--- src/rtl/drt_pkg.sv ---
// shared types and codes for the damage rectangle tracker
`timescale 1ns / 1ps
`default_nettype none

package drt_pkg;

    typedef enum logic [2:0] {
        OP_ADD   = 3'd0,
        OP_MERGE = 3'd1,
        OP_CLEAR = 3'd2,
        OP_READ  = 3'd3,
        OP_FULL  = 3'd4
    } opcode_t;

    typedef enum logic [2:0] {
        OC_DROPPED    = 3'd0,
        OC_COVERED    = 3'd1,
        OC_GROWN      = 3'd2,
        OC_APPENDED   = 3'd3,
        OC_OVERFLOWED = 3'd4,
        OC_DONE       = 3'd5
    } outcome_t;

    localparam logic CFG_SURFACE_WIDTH  = 1'b0;
    localparam logic CFG_SURFACE_HEIGHT = 1'b1;

    localparam logic [12:0] SURFACE_RESET = 13'd4096;

    typedef enum logic [2:0] {
        ST_IDLE,
        ST_CHECK,
        ST_CLIP,
        ST_SCAN,
        ST_MLOAD,
        ST_MSCAN,
        ST_READ,
        ST_DONE
    } state_t;

    typedef struct packed {
        logic contains;
        logic touches;
    } cmp_t;

endpackage

`default_nettype wire

--- src/rtl/drt_rect_unit.sv ---
// shared rectangle unit: containment, touch test and bounding box
`timescale 1ns / 1ps
`default_nettype none

module drt_rect_unit #(
    parameter int CW = 13
) (
    input  wire logic [CW-1:0] a_x,
    input  wire logic [CW-1:0] a_y,
    input  wire logic [CW-1:0] a_w,
    input  wire logic [CW-1:0] a_h,
    input  wire logic [CW-1:0] b_x,
    input  wire logic [CW-1:0] b_y,
    input  wire logic [CW-1:0] b_w,
    input  wire logic [CW-1:0] b_h,
    output drt_pkg::cmp_t      flags,
    output logic      [CW-1:0] box_x,
    output logic      [CW-1:0] box_y,
    output logic      [CW-1:0] box_w,
    output logic      [CW-1:0] box_h
);

    logic [CW-1:0] a_r;
    logic [CW-1:0] a_b;
    logic [CW-1:0] b_r;
    logic [CW-1:0] b_b;
    logic [CW-1:0] right;
    logic [CW-1:0] bottom;

    // edges stay within the surface, so they fit the coordinate width
    always_comb
    begin
        a_r = a_x + a_w;
        a_b = a_y + a_h;
        b_r = b_x + b_w;
        b_b = b_y + b_h;

        flags.contains = (a_x >= b_x) && (a_y >= b_y) && (a_r <= b_r) && (a_b <= b_b);
        flags.touches  = (a_x <= b_r) && (a_y <= b_b) && (a_r >= b_x) && (a_b >= b_y);

        box_x  = (a_x < b_x) ? a_x : b_x;
        box_y  = (a_y < b_y) ? a_y : b_y;
        right  = (a_r > b_r) ? a_r : b_r;
        bottom = (a_b > b_b) ? a_b : b_b;
        box_w  = right - box_x;
        box_h  = bottom - box_y;
    end

endmodule

`default_nettype wire

--- src/rtl/damage_rect_tracker.sv ---
// damage rectangle tracker: sequencer, entry memory and result register
// add: check, then done if dropped, else clip, one scan step per entry passed over, done
// merge: load, scan, done, skipped after load; read: read, done; clear, mark full: done
// one item at a time; the scan reads one memory entry per cycle through one rectangle unit
// a waiting result does not stop the next beat from being accepted
// reset empties the list, clears full damage and sets the surface to 4096 by 4096
`timescale 1ns / 1ps
`default_nettype none

module damage_rect_tracker #(
    parameter int CAPACITY = 8,
    parameter int MAX_DIM  = 4096
) (
    input  wire logic        clk,
    input  wire logic        rst_n,

    input  wire logic        cfg_valid,
    output logic             cfg_ready,
    input  wire logic        cfg_index,
    input  wire logic [12:0] cfg_data,

    input  wire logic        in_valid,
    output logic             in_ready,
    input  wire logic [2:0]  opcode,
    input  wire logic signed [15:0] rect_x,
    input  wire logic signed [15:0] rect_y,
    input  wire logic signed [15:0] rect_width,
    input  wire logic signed [15:0] rect_height,
    input  wire logic [2:0]  entry_index,

    output logic             out_valid,
    input  wire logic        out_ready,
    output logic [2:0]       outcome,
    output logic [2:0]       touched_index,
    output logic [11:0]      out_x,
    output logic [11:0]      out_y,
    output logic [12:0]      out_width,
    output logic [12:0]      out_height,
    output logic [3:0]       entry_count,
    output logic             full_flag
);

    localparam int CW  = $clog2(MAX_DIM + 1);
    localparam int AW  = (CAPACITY > 1) ? $clog2(CAPACITY) : 1;
    localparam int CIW = $clog2(CAPACITY + 1);
    localparam int IW  = (AW > 3) ? AW : 3;
    localparam int EW  = 4 * CW;

    drt_pkg::state_t state_reg, state_next;

    logic [12:0]            sw_reg, sw_next;
    logic [12:0]            sh_reg, sh_next;
    logic [CIW-1:0]         held_reg, held_next;
    logic                   full_reg, full_next;
    logic [CIW-1:0]         scan_reg, scan_next;

    logic signed [15:0]     rx_reg, rx_next;
    logic signed [15:0]     ry_reg, ry_next;
    logic signed [15:0]     rw_reg, rw_next;
    logic signed [15:0]     rh_reg, rh_next;
    logic [IW-1:0]          idx_reg, idx_next;

    logic [CW-1:0]          cx_reg, cx_next;
    logic [CW-1:0]          cy_reg, cy_next;
    logic [CW-1:0]          cw_reg, cw_next;
    logic [CW-1:0]          ch_reg, ch_next;

    drt_pkg::outcome_t      res_outcome_reg, res_outcome_next;
    logic [AW-1:0]          res_index_reg, res_index_next;
    logic                   res_has_reg, res_has_next;
    logic [CW-1:0]          res_x_reg, res_x_next;
    logic [CW-1:0]          res_y_reg, res_y_next;
    logic [CW-1:0]          res_w_reg, res_w_next;
    logic [CW-1:0]          res_h_reg, res_h_next;

    logic                   out_valid_reg, out_valid_next;
    logic [2:0]             outcome_reg, outcome_next;
    logic [2:0]             touched_reg, touched_next;
    logic [11:0]            out_x_reg, out_x_next;
    logic [11:0]            out_y_reg, out_y_next;
    logic [12:0]            out_w_reg, out_w_next;
    logic [12:0]            out_h_reg, out_h_next;
    logic [3:0]             count_reg, count_next;
    logic                   flag_reg, flag_next;

    logic [EW-1:0]          mem [CAPACITY];
    logic [EW-1:0]          rd_data_reg;
    logic                   mem_we;
    logic [AW-1:0]          mem_waddr;
    logic [EW-1:0]          mem_wdata;
    logic [AW-1:0]          mem_raddr;

    logic [CW-1:0]          sw_eff;
    logic [CW-1:0]          sh_eff;
    logic [CW-1:0]          e_x, e_y, e_w, e_h;
    drt_pkg::cmp_t          cmp;
    logic [CW-1:0]          box_x, box_y, box_w, box_h;
    logic [16:0]            right_sum, bottom_sum;
    logic [CIW-1:0]         scan_inc;
    logic [IW-1:0]          in_idx;
    logic                   drop;
    logic                   read_hit;

    assign cfg_ready     = 1'b1;
    assign in_ready      = (state_reg == drt_pkg::ST_IDLE);
    assign out_valid     = out_valid_reg;
    assign outcome       = outcome_reg;
    assign touched_index = touched_reg;
    assign out_x         = out_x_reg;
    assign out_y         = out_y_reg;
    assign out_width     = out_w_reg;
    assign out_height    = out_h_reg;
    assign entry_count   = count_reg;
    assign full_flag     = flag_reg;

    assign {e_x, e_y, e_w, e_h} = rd_data_reg;

    // surface size limited to 1..MAX_DIM
    always_comb
    begin
        if (sw_reg == 13'd0)
            sw_eff = CW'(1);
        else if (16'(sw_reg) > 16'(MAX_DIM))
            sw_eff = CW'(MAX_DIM);
        else
            sw_eff = CW'(sw_reg);

        if (sh_reg == 13'd0)
            sh_eff = CW'(1);
        else if (16'(sh_reg) > 16'(MAX_DIM))
            sh_eff = CW'(MAX_DIM);
        else
            sh_eff = CW'(sh_reg);
    end

    drt_rect_unit #(
        .CW(CW)
    ) u_rect (
        .a_x   (cx_reg),
        .a_y   (cy_reg),
        .a_w   (cw_reg),
        .a_h   (ch_reg),
        .b_x   (e_x),
        .b_y   (e_y),
        .b_w   (e_w),
        .b_h   (e_h),
        .flags (cmp),
        .box_x (box_x),
        .box_y (box_y),
        .box_w (box_w),
        .box_h (box_h)
    );

    // entry memory, registered read
    always_ff @(posedge clk)
    begin
        if (mem_we)
        begin
            mem[mem_waddr] <= mem_wdata;
        end
        rd_data_reg <= mem[mem_raddr];
    end

    always_comb
    begin
        state_next       = state_reg;
        sw_next          = sw_reg;
        sh_next          = sh_reg;
        held_next        = held_reg;
        full_next        = full_reg;
        scan_next        = scan_reg;
        rx_next          = rx_reg;
        ry_next          = ry_reg;
        rw_next          = rw_reg;
        rh_next          = rh_reg;
        idx_next         = idx_reg;
        cx_next          = cx_reg;
        cy_next          = cy_reg;
        cw_next          = cw_reg;
        ch_next          = ch_reg;
        res_outcome_next = res_outcome_reg;
        res_index_next   = res_index_reg;
        res_has_next     = res_has_reg;
        res_x_next       = res_x_reg;
        res_y_next       = res_y_reg;
        res_w_next       = res_w_reg;
        res_h_next       = res_h_reg;
        out_valid_next   = out_valid_reg;
        outcome_next     = outcome_reg;
        touched_next     = touched_reg;
        out_x_next       = out_x_reg;
        out_y_next       = out_y_reg;
        out_w_next       = out_w_reg;
        out_h_next       = out_h_reg;
        count_next       = count_reg;
        flag_next        = flag_reg;
        mem_we           = 1'b0;
        mem_waddr        = '0;
        mem_wdata        = {cx_reg, cy_reg, cw_reg, ch_reg};
        mem_raddr        = '0;

        in_idx     = IW'(entry_index);
        scan_inc   = scan_reg + CIW'(1);
        right_sum  = {1'b0, rx_reg} + {1'b0, rw_reg};
        bottom_sum = {1'b0, ry_reg} + {1'b0, rh_reg};
        drop       = (rw_reg <= 16'sd0) || (rh_reg <= 16'sd0) || rx_reg[15] || ry_reg[15]
                     || ($unsigned(rx_reg) >= 16'(sw_eff))
                     || ($unsigned(ry_reg) >= 16'(sh_eff));
        read_hit   = ((IW + 1)'(idx_reg) < (IW + 1)'(held_reg));

        if (cfg_valid)
        begin
            unique case (cfg_index)
                drt_pkg::CFG_SURFACE_WIDTH:  sw_next = cfg_data;
                drt_pkg::CFG_SURFACE_HEIGHT: sh_next = cfg_data;
                default:                     sw_next = sw_reg;
            endcase
        end

        if (out_valid_reg && out_ready)
            out_valid_next = 1'b0;

        unique case (state_reg)
            drt_pkg::ST_IDLE:
            begin
                if (in_valid)
                begin
                    rx_next      = rect_x;
                    ry_next      = rect_y;
                    rw_next      = rect_width;
                    rh_next      = rect_height;
                    idx_next     = in_idx;
                    res_has_next = 1'b0;
                    unique case (opcode)
                        drt_pkg::OP_ADD:
                            state_next = drt_pkg::ST_CHECK;
                        drt_pkg::OP_MERGE:
                            state_next = drt_pkg::ST_MLOAD;
                        drt_pkg::OP_READ:
                        begin
                            mem_raddr  = in_idx[AW-1:0];
                            state_next = drt_pkg::ST_READ;
                        end
                        drt_pkg::OP_CLEAR:
                        begin
                            held_next        = '0;
                            full_next        = 1'b0;
                            res_outcome_next = drt_pkg::OC_DONE;
                            state_next       = drt_pkg::ST_DONE;
                        end
                        drt_pkg::OP_FULL:
                        begin
                            full_next        = 1'b1;
                            res_outcome_next = drt_pkg::OC_DONE;
                            state_next       = drt_pkg::ST_DONE;
                        end
                        default:
                        begin
                            res_outcome_next = drt_pkg::OC_DROPPED;
                            state_next       = drt_pkg::ST_DONE;
                        end
                    endcase
                end
            end

            drt_pkg::ST_CHECK:
            begin
                if (drop)
                begin
                    res_outcome_next = drt_pkg::OC_DROPPED;
                    res_has_next     = 1'b0;
                    state_next       = drt_pkg::ST_DONE;
                end
                else
                begin
                    state_next = drt_pkg::ST_CLIP;
                end
            end

            drt_pkg::ST_CLIP:
            begin
                cx_next = CW'($unsigned(rx_reg));
                cy_next = CW'($unsigned(ry_reg));
                if (right_sum > 17'(sw_eff))
                    cw_next = sw_eff - CW'($unsigned(rx_reg));
                else
                    cw_next = CW'($unsigned(rw_reg));
                if (bottom_sum > 17'(sh_eff))
                    ch_next = sh_eff - CW'($unsigned(ry_reg));
                else
                    ch_next = CW'($unsigned(rh_reg));
                scan_next  = '0;
                mem_raddr  = '0;
                state_next = drt_pkg::ST_SCAN;
            end

            drt_pkg::ST_SCAN:
            begin
                if (scan_reg < held_reg)
                begin
                    if (cmp.contains)
                    begin
                        res_outcome_next = drt_pkg::OC_COVERED;
                        res_index_next   = scan_reg[AW-1:0];
                        res_has_next     = 1'b1;
                        res_x_next       = e_x;
                        res_y_next       = e_y;
                        res_w_next       = e_w;
                        res_h_next       = e_h;
                        state_next       = drt_pkg::ST_DONE;
                    end
                    else if (cmp.touches)
                    begin
                        mem_we           = 1'b1;
                        mem_waddr        = scan_reg[AW-1:0];
                        mem_wdata        = {box_x, box_y, box_w, box_h};
                        res_outcome_next = drt_pkg::OC_GROWN;
                        res_index_next   = scan_reg[AW-1:0];
                        res_has_next     = 1'b1;
                        res_x_next       = box_x;
                        res_y_next       = box_y;
                        res_w_next       = box_w;
                        res_h_next       = box_h;
                        state_next       = drt_pkg::ST_DONE;
                    end
                    else
                    begin
                        scan_next = scan_inc;
                        mem_raddr = scan_inc[AW-1:0];
                    end
                end
                else if (held_reg == CIW'(CAPACITY))
                begin
                    full_next        = 1'b1;
                    res_outcome_next = drt_pkg::OC_OVERFLOWED;
                    res_has_next     = 1'b0;
                    state_next       = drt_pkg::ST_DONE;
                end
                else
                begin
                    mem_we           = 1'b1;
                    mem_waddr        = held_reg[AW-1:0];
                    held_next        = held_reg + CIW'(1);
                    res_outcome_next = drt_pkg::OC_APPENDED;
                    res_index_next   = held_reg[AW-1:0];
                    res_has_next     = 1'b1;
                    res_x_next       = cx_reg;
                    res_y_next       = cy_reg;
                    res_w_next       = cw_reg;
                    res_h_next       = ch_reg;
                    state_next       = drt_pkg::ST_DONE;
                end
            end

            drt_pkg::ST_MLOAD:
            begin
                cx_next = e_x;
                cy_next = e_y;
                cw_next = e_w;
                ch_next = e_h;
                if (!full_reg && (held_reg >= CIW'(2)))
                begin
                    scan_next  = CIW'(1);
                    mem_raddr  = AW'(1);
                    state_next = drt_pkg::ST_MSCAN;
                end
                else
                begin
                    res_outcome_next = drt_pkg::OC_DONE;
                    res_index_next   = '0;
                    res_has_next     = (held_reg != '0);
                    res_x_next       = e_x;
                    res_y_next       = e_y;
                    res_w_next       = e_w;
                    res_h_next       = e_h;
                    state_next       = drt_pkg::ST_DONE;
                end
            end

            drt_pkg::ST_MSCAN:
            begin
                if (scan_reg < held_reg)
                begin
                    cx_next   = box_x;
                    cy_next   = box_y;
                    cw_next   = box_w;
                    ch_next   = box_h;
                    scan_next = scan_inc;
                    mem_raddr = scan_inc[AW-1:0];
                end
                else
                begin
                    mem_we           = 1'b1;
                    mem_waddr        = '0;
                    held_next        = CIW'(1);
                    res_outcome_next = drt_pkg::OC_DONE;
                    res_index_next   = '0;
                    res_has_next     = 1'b1;
                    res_x_next       = cx_reg;
                    res_y_next       = cy_reg;
                    res_w_next       = cw_reg;
                    res_h_next       = ch_reg;
                    state_next       = drt_pkg::ST_DONE;
                end
            end

            drt_pkg::ST_READ:
            begin
                res_outcome_next = drt_pkg::OC_DONE;
                res_index_next   = idx_reg[AW-1:0];
                res_has_next     = read_hit;
                res_x_next       = e_x;
                res_y_next       = e_y;
                res_w_next       = e_w;
                res_h_next       = e_h;
                state_next       = drt_pkg::ST_DONE;
            end

            drt_pkg::ST_DONE:
            begin
                if (!out_valid_reg || out_ready)
                begin
                    out_valid_next = 1'b1;
                    outcome_next   = res_outcome_reg;
                    touched_next   = res_has_reg ? 3'(res_index_reg) : 3'd0;
                    out_x_next     = res_has_reg ? 12'(res_x_reg) : 12'd0;
                    out_y_next     = res_has_reg ? 12'(res_y_reg) : 12'd0;
                    out_w_next     = res_has_reg ? 13'(res_w_reg) : 13'd0;
                    out_h_next     = res_has_reg ? 13'(res_h_reg) : 13'd0;
                    count_next     = 4'(held_reg);
                    flag_next      = full_reg;
                    state_next     = drt_pkg::ST_IDLE;
                end
            end

            default:
                state_next = drt_pkg::ST_IDLE;
        endcase
    end

    always_ff @(posedge clk or negedge rst_n)
    begin
        if (!rst_n)
        begin
            state_reg     <= drt_pkg::ST_IDLE;
            sw_reg        <= drt_pkg::SURFACE_RESET;
            sh_reg        <= drt_pkg::SURFACE_RESET;
            held_reg      <= '0;
            full_reg      <= 1'b0;
            out_valid_reg <= 1'b0;
        end
        else
        begin
            state_reg     <= state_next;
            sw_reg        <= sw_next;
            sh_reg        <= sh_next;
            held_reg      <= held_next;
            full_reg      <= full_next;
            out_valid_reg <= out_valid_next;
        end
    end

    // payload, no reset
    always_ff @(posedge clk)
    begin
        scan_reg        <= scan_next;
        rx_reg          <= rx_next;
        ry_reg          <= ry_next;
        rw_reg          <= rw_next;
        rh_reg          <= rh_next;
        idx_reg         <= idx_next;
        cx_reg          <= cx_next;
        cy_reg          <= cy_next;
        cw_reg          <= cw_next;
        ch_reg          <= ch_next;
        res_outcome_reg <= res_outcome_next;
        res_index_reg   <= res_index_next;
        res_has_reg     <= res_has_next;
        res_x_reg       <= res_x_next;
        res_y_reg       <= res_y_next;
        res_w_reg       <= res_w_next;
        res_h_reg       <= res_h_next;
        outcome_reg     <= outcome_next;
        touched_reg     <= touched_next;
        out_x_reg       <= out_x_next;
        out_y_reg       <= out_y_next;
        out_w_reg       <= out_w_next;
        out_h_reg       <= out_h_next;
        count_reg       <= count_next;
        flag_reg        <= flag_next;
    end

endmodule

`default_nettype wire

--- config.mk ---
export PLATFORM = sky130hd
export DESIGN_NAME = damage_rect_tracker
export DESIGN_NICKNAME = d
export VERILOG_FILES = /design/src/rtl/drt_pkg.sv /design/src/rtl/drt_rect_unit.sv /design/src/rtl/damage_rect_tracker.sv
export SDC_FILE = /design/constraint.sdc
export NUM_CORES = 1
export LEC_CHECK = 0
export ABC_AREA = 0
export BUFFER_PORTS_ARGS = -buffer_cell sky130_fd_sc_hd__buf_2
export CORE_MARGIN = 5
export CORE_UTILIZATION = 31
export DETAILED_ROUTE_END_ITERATION = 8
export GPL_TIMING_DRIVEN = 0
export PLACE_DENSITY = 0.44
export SYNTH_ARGS = -nofsm -noshare
export SYNTH_HDL_FRONTEND = slang
export SYNTH_SLANG_ARGS = --single-unit
--- constraint.sdc ---
create_clock -name clk -period 9.8 [get_ports clk]
set_input_delay 0.98 -clock clk [delete_from_list [all_inputs] [get_ports clk]]
set_output_delay 0.98 -clock clk [all_outputs]
set_load 0.05 [all_outputs]
* Word-level counts from Yosys, hierarchy flattened
Memory sizes are Yosys's and may differ from the RTL's. A register that Yosys moved wholly into a read port is not among the register bits.
Cells that the tools add are included.
** Storage, ports and cells
- Logic and storage cells :: 265
- Register bits after elaboration :: 276
- Memories kept :: 1
- Bits of input ports :: 89
- Memory bits (writable) :: 416
- Output and inout port bits :: 64
** Memories
- mem :: words 8, bits a word 52, read ports 1, clocked after Yosys merged registers in 1, wr ports 1, line damage_rect_tracker.sv:86 : logic [EW-1:0] mem [CAPACITY];
** Cells by class
- Equality and inequality tests :: 30
- Muxes and demuxes :: 126
- Add/sub/neg operators :: 12
- Bitwise operators :: 1
- $lt $le $gt $ge :: 23
- Reductions and logical operators :: 41
** Operators with widths (count)
- 13-bit 2-to-1 mux :: 26
- 52-bit 2-to-1 mux :: 4
- 13-bit case mux with 3 select lines :: 4
- 12-bit 2-to-1 mux :: 12
- 13-bit case mux with 4 select lines :: 2
- 3-bit 2-to-1 mux :: 32
- 12-bit case mux with 4 select lines :: 2
- 13-bit adder :: 4
- 13-bit >= comparator :: 4
- 13-bit <= comparator :: 4
- 13-bit subtractor :: 4
- 4-bit 2-to-1 mux :: 10
- 16-bit by 16-bit adder with 17-bit output :: 2
- 17-bit by 13-bit > comparator with 1-bit output :: 2
- 16-bit by 13-bit >= comparator with 1-bit output :: 2
- 16-bit by 1-bit <= comparator with 1-bit output, second input constant :: 2
- 2-bit != test, second input constant :: 14
- 13-bit > comparator :: 2
- 13-bit > comparator, second input constant :: 2
- 13-bit zero test :: 2
- 13-bit < comparator :: 2
- 3-bit case mux with 4 select lines :: 2
- 3-bit case mux with 8 select lines :: 1
- 1-bit 2-to-1 mux :: 21
- other kinds (36) :: 71

* Depth between registers and ports, before layout
- Depth in word-level cells :: 11
- Mapped depth :: 36
- Depth with buffers taken out :: 35

* By module
Synthesis repeated with hierarchy kept, for this count alone.
** Unflattened totals
- Cells, all modules :: 3352
- Area total of the unflattened synthesis :: 41418.5 µm²
** Modules (own cells, without submodules)
- damage_rect_tracker :: times used 1, area each 35185.0 µm², seq. area each 21648.3 µm², cells each 2526
- drt_rect_unit :: times used 1, area each 6233.5 µm², seq. area each 0.0 µm², cells each 826

* Worst setup path after synthesis
OpenSTA, ideal clock, no wires.
- Path kind :: reg2reg
- From :: reg cy_reg[0]
- To :: reg res_h_reg[0] (enable)
- Stages on the path, launching flop included :: 24
- Slack :: 1.047 ns
- Data required time :: 9.257 ns
- Data arrival time :: 8.210 ns
- Path buffers :: 2
- Period minus slack after synthesis :: 8.753 ns
- Setup time :: 0.543 ns
- Cells stage by stage :: edfxtp_1 ha_1 inv_1 fa_1 nor2b_1 o21ai_0 a21boi_0 o21ai_0 a21boi_0 o21ai_0 nor2b_1 xnor2_1 ha_1 and4_1 a221oi_1 nand2_1 maj3_1 a22o_1 o21ai_4 o211a_1 buf_6 nor2_2 clkbuf_1 a211oi_1
** On the way
- Word-level cells in the longest chain between the ends :: 6
- Elaborated cells on any way between the ends :: 13
- Classes of those cells :: add/sub (1); order compare (4); eq/ne (1); reduce/logical (7)
** Ends and longest elaborated chain
- from (decl) :: line damage_rect_tracker.sv:64 : logic [CW-1:0] cy_reg, cy_next;
- from (signal assigned) :: line damage_rect_tracker.sv:473 : cy_reg <= cy_next;
- branches (longest 4 deep; another with 13-bit adder)
- 4-bit != test (no source line) *
- 5-bit AND reduction (no source line) *
- to (signal assigned) :: line damage_rect_tracker.sv:482 : res_h_reg <= res_h_next;
- to (decl) :: line damage_rect_tracker.sv:74 : logic [CW-1:0] res_h_reg, res_h_next;
Mark *: on every way between the ends.
A chain may end at the register's enable or synchronous reset.

* Final worst setup path
- From :: reg cw_reg[0]
- To :: mem mem[1][26] in the netlist's numbering, data pin
** On the way
- Word-level cells in the longest chain between the ends :: 8
- Elaborated cells on any way between the ends :: 11
- Classes of those cells :: add/sub (1); order compare (2); mux (4); reduce/logical (4)
** Ends and longest elaborated chain
- from (decl) :: line damage_rect_tracker.sv:65 : logic [CW-1:0] cw_reg, cw_next;
- from (signal assigned) :: line damage_rect_tracker.sv:474 : cw_reg <= cw_next;
- 13-bit adder * :: line drt_rect_unit.sv:33 : a_r = a_x + a_w;
- 13-bit >= comparator :: line drt_rect_unit.sv:39 : flags.touches = (a_x <= b_r) && (a_y <= b_b) && (a_r >= b_x) && (a_b >= b_y);
- 1-bit logical AND (2 in series) :: line drt_rect_unit.sv:39
- 52-bit 2-to-1 mux :: line damage_rect_tracker.sv:312 : else if (cmp.touches)
- 52-bit 2-to-1 mux * :: line damage_rect_tracker.sv:301 : if (cmp.contains)
- 52-bit 2-to-1 mux * :: line damage_rect_tracker.sv:299 : if (scan_reg < held_reg)
- 52-bit 2-to-1 mux * :: line damage_rect_tracker.sv:223 : unique case (state_reg)
- named net mem_wdata[26] :: line damage_rect_tracker.sv:90 : logic [EW-1:0] mem_wdata;
- to (decl) :: line damage_rect_tracker.sv:86
The timed path passes the listed nets; every way through them passes the cells marked *.

==> impl_metrics.env <==
export IMPL_initial_utilization_pct=31.3
export IMPL_ys_ff_latch=744
export IMPL_timing_final_crit_share_pct=98.1
export IMPL_reg2reg_depth=22
export IMPL_rrSetupSlack_ns=0.19
export IMPL_netlist_area_leader_share_pct=47.2
export IMPL_slew_viol_final=0
export IMPL_synth_top_cell_by_area="edfxtp_1"
export IMPL_worst_slew_pin_slew_ns=1.35
export IMPL_crit_top_cell="a21oi_1"
export IMPL_hp_class="flip-flop to flip-flop"
export IMPL_fmax_ghz=0.104
export IMPL_clock_skew_ns=0.0467
export IMPL_synthTopCellsByCount="edfxtp_1 (657), inv_1 (343), ha_1 (283), nand2_1 (257), a21oi_1 (215)"
export IMPL_io_pin_count=153
export IMPL_hold_viol_final=0
export IMPL_synth_compound_area_share_pct=14.5
export IMPL_cap_viol_max_count=0
export IMPL_cpLargestDelayFamily="compound AO/OA/AOI/OAI gates"
export IMPL_crit_chain="ha_1 > inv_1 > fa_1 > nor2b_1 > o21ai_0 > a21oi_1 > o211ai_1 > a21oi_1 > o21ai_0 > nor2b_1 > xnor2_1 > ha_1 > nand4_1 > o41ai_2 > nor3_1 > nor3_1 > a21boi_0 > o32ai_1 > nor3_2 > clkbuf_1 > nor2_1 > a21oi_1"
export IMPL_rows=134
export IMPL_cp_start_kind="flip-flop"
export IMPL_min_delay_start="res_outcome_reg[0]$_DFFE_PP_"
export IMPL_post_cts_resized=0
export IMPL_tritoncts="done"
export IMPL_grt_pass1_vias=31300
export IMPL_synth_edf_count=657
export IMPL_synth_top_family_by_area="compound AO/OA/AOI/OAI gates"
export IMPL_cts_root_buf="clkbuf_16"
export IMPL_critPathRequiredTime_ns=10.10
export IMPL_drt_total_wl_mm=159
export IMPL_overflow=0
export IMPL_die_h_um=377
export IMPL_dp_hpwl_mm=124
export IMPL_via_per_inst=5.42
export IMPL_yosysWarningCount=0
export IMPL_critPathBufInv=2
export IMPL_path_max_fanout=10
export IMPL_first_pass_iters=6
export IMPL_dp_cells=5795
export IMPL_r2r_start="cw_reg[0]$_DFFE_PP_"
export IMPL_drc=0
export IMPL_cp_startpoint="cw_reg[0]$_DFFE_PP_"
export IMPL_holdWs_ns=0.424
export IMPL_clock_latency_ns=0.70
export IMPL_outcome="completed"
export IMPL_synth_avg_cell_area_um2=11.0
export IMPL_max_slew_margin_pct=10.3
export IMPL_clk_pin_slew_worst_paths_ns=0.06
export IMPL_regToRegEndpoint="mem[1][26]$_DFFE_PP_"
export IMPL_critPathCaptureType="flip-flop"
export IMPL_layout_drive_gt1_share_pct=13.3
export IMPL_cts_hold_buf=0
export IMPL_ys_types=90
export IMPL_critPathSlowestCell="a21oi_1"
export IMPL_synthFlopType="edfxtp_1"
export IMPL_async_flop_share_pct=4.70
export IMPL_die_w_um=377
export IMPL_clk_path_buf_depth=3
export IMPL_crit_path_max_incr_delay_ns=1.04
export IMPL_largest_reg_flops=416
export IMPL_ff_latch_area_mm2=0.0216
export IMPL_ant_nets=0
export IMPL_setup_viol=0
export IMPL_cp_depth=22
export IMPL_fin_cells=5964
export IMPL_nNetsFinal=4499
export IMPL_cts_setup_buffers=0
export IMPL_fillers=13400
export IMPL_fin_crit_ns=9.61
export IMPL_synth_yosys_seq_area_share_pct=51.7
export IMPL_syn_cell_area_mm2=0.0418
export IMPL_synth_most_common_cell="edfxtp_1"
export IMPL_worstPathArrival_ns=9.91
export IMPL_syn_nets=4197
export IMPL_synth_top_cells_by_area="edfxtp_1 (47%), ha_1 (8.5%), mux2_2 (3.4%)"
export IMPL_criticalPathCategory="flip-flop to flip-flop"
export IMPL_antenna_found_initial=9
export IMPL_cts_sinks=744
export IMPL_rsz0062_at_grt="no"
export IMPL_core_area_mm2=0.134
export IMPL_multiInputGateArea_mm2=0.0181
export IMPL_grt_pass1_wl_mm=226
export IMPL_synth_xor_area_share_pct=2.26
export IMPL_synth_adder_area_share_pct=8.97
export IMPL_synthToLayoutAreaGrowth_pct=16.2
export IMPL_gp_congestion=0.957
export IMPL_cts_buffers=88
export IMPL_drtIter0Drc=3278
export IMPL_num_vias=32300
export IMPL_crit_end="mem[1][26]$_DFFE_PP_"
export IMPL_grt_usage_pct=21.9
export IMPL_synthMuxAreaShare_pct=4.98
export IMPL_routedWlPerCell_um=26.7
export IMPL_htree_levels=3
export IMPL_synth_simple_gate_area_share_pct=12.5
export IMPL_grt_max_degree=65
export IMPL_io_buffer_count=151
export IMPL_die_area_mm2=0.142
export IMPL_syn_inst=3815
-- per-layer routing --
layer	track usage (%)	share of wire, %
met4	7.29	3.6
met5	0	0.0082
met2	34.1	44
met1	31.0	46
met3	3.82	6.8
-- layout by cell type, fill, tap and decap left out, drive strengths merged, types with 72 or more instances in the layout --
cell / count
a21oi: 215
inv: 346
clkbuf: 265
nand2: 258
mux2: 126
edfxtp: 657
a211oi: 91
and3: 101
xnor2: 72
o21ai: 198
nor2: 198
ha: 283
a2111oi: 108
buf: 265
nor4: 105
nand3: 90
-- how the worst min path moves through the flow --
stage / end / depth (start not counted)
after floorplan: outcome[0]$_DFFE_PP_ / 0
after global placement: outcome[0]$_DFFE_PP_ / 0
after detailed placement: outcome[0]$_DFFE_PP_ / 0
after CTS: rx_reg[10]$_DFFE_PP_ / 1
after global routing: rw_reg[15]$_DFFE_PP_ / 1
final: outcome[0]$_DFFE_PP_ / 0
-- worst register-to-register path, stage by stage, from the launching register on --
cell      delay (ns)
edfxtp_1        0.60
ha_1            0.29
inv_1           0.08
fa_1            0.45
nor2b_1         0.13
o21ai_0         0.10
a21oi_1         0.27
o211ai_1        0.16
a21oi_1         0.22
o21ai_0         0.15
nor2b_1         0.17
xnor2_1         0.38
ha_1            0.22
nand4_1         0.09
o41ai_2         0.98
nor3_1          0.49
nor3_1          0.44
a21boi_0        1.03
o32ai_1         0.38
nor3_2          0.81
clkbuf_1        0.69
nor2_1          0.08
a21oi_1         1.04
-- layout make-up --
cell class,instances,area share (%)
Inverter,344,2.66
Multi-Input combinational cell,2525,37.3
Tap cell,1768,4.55
Clock inverter,48,0.985
Antenna cell,5,0.0257
Sequential cell,744,44.5
Timing Repair Buffer,212,3.09
Clock buffer,116,5.15
Buffer,202,1.73
-- cell families after synthesis --
family | Yosys count
AOI/OAI and AO/OA | 904
buffers and inverters | 546
other | 1
adders and majority gates | 294
xor gates and xnor gates | 103
DFF | 744
and+or+nand+nor | 1032
muxes | 191
-- per-stage QoR --
step                area (µm²)  setup slack [ns]  setup TNS, ns  utilization (%)
finish                   48600             0.186              0             36.4
global route             48600            0.0555              0             36.3
CTS                      48600             0.727              0             36.3
detailed placement       45600             0.733              0             34.1
global placement         44800             -6.42       -2787.46             33.5
floorplan                41800              1.05              0                -
Power is left out: the tool's default activity adds up to more than one toggle a clock period on the data nets, which glitch-free logic cannot reach.
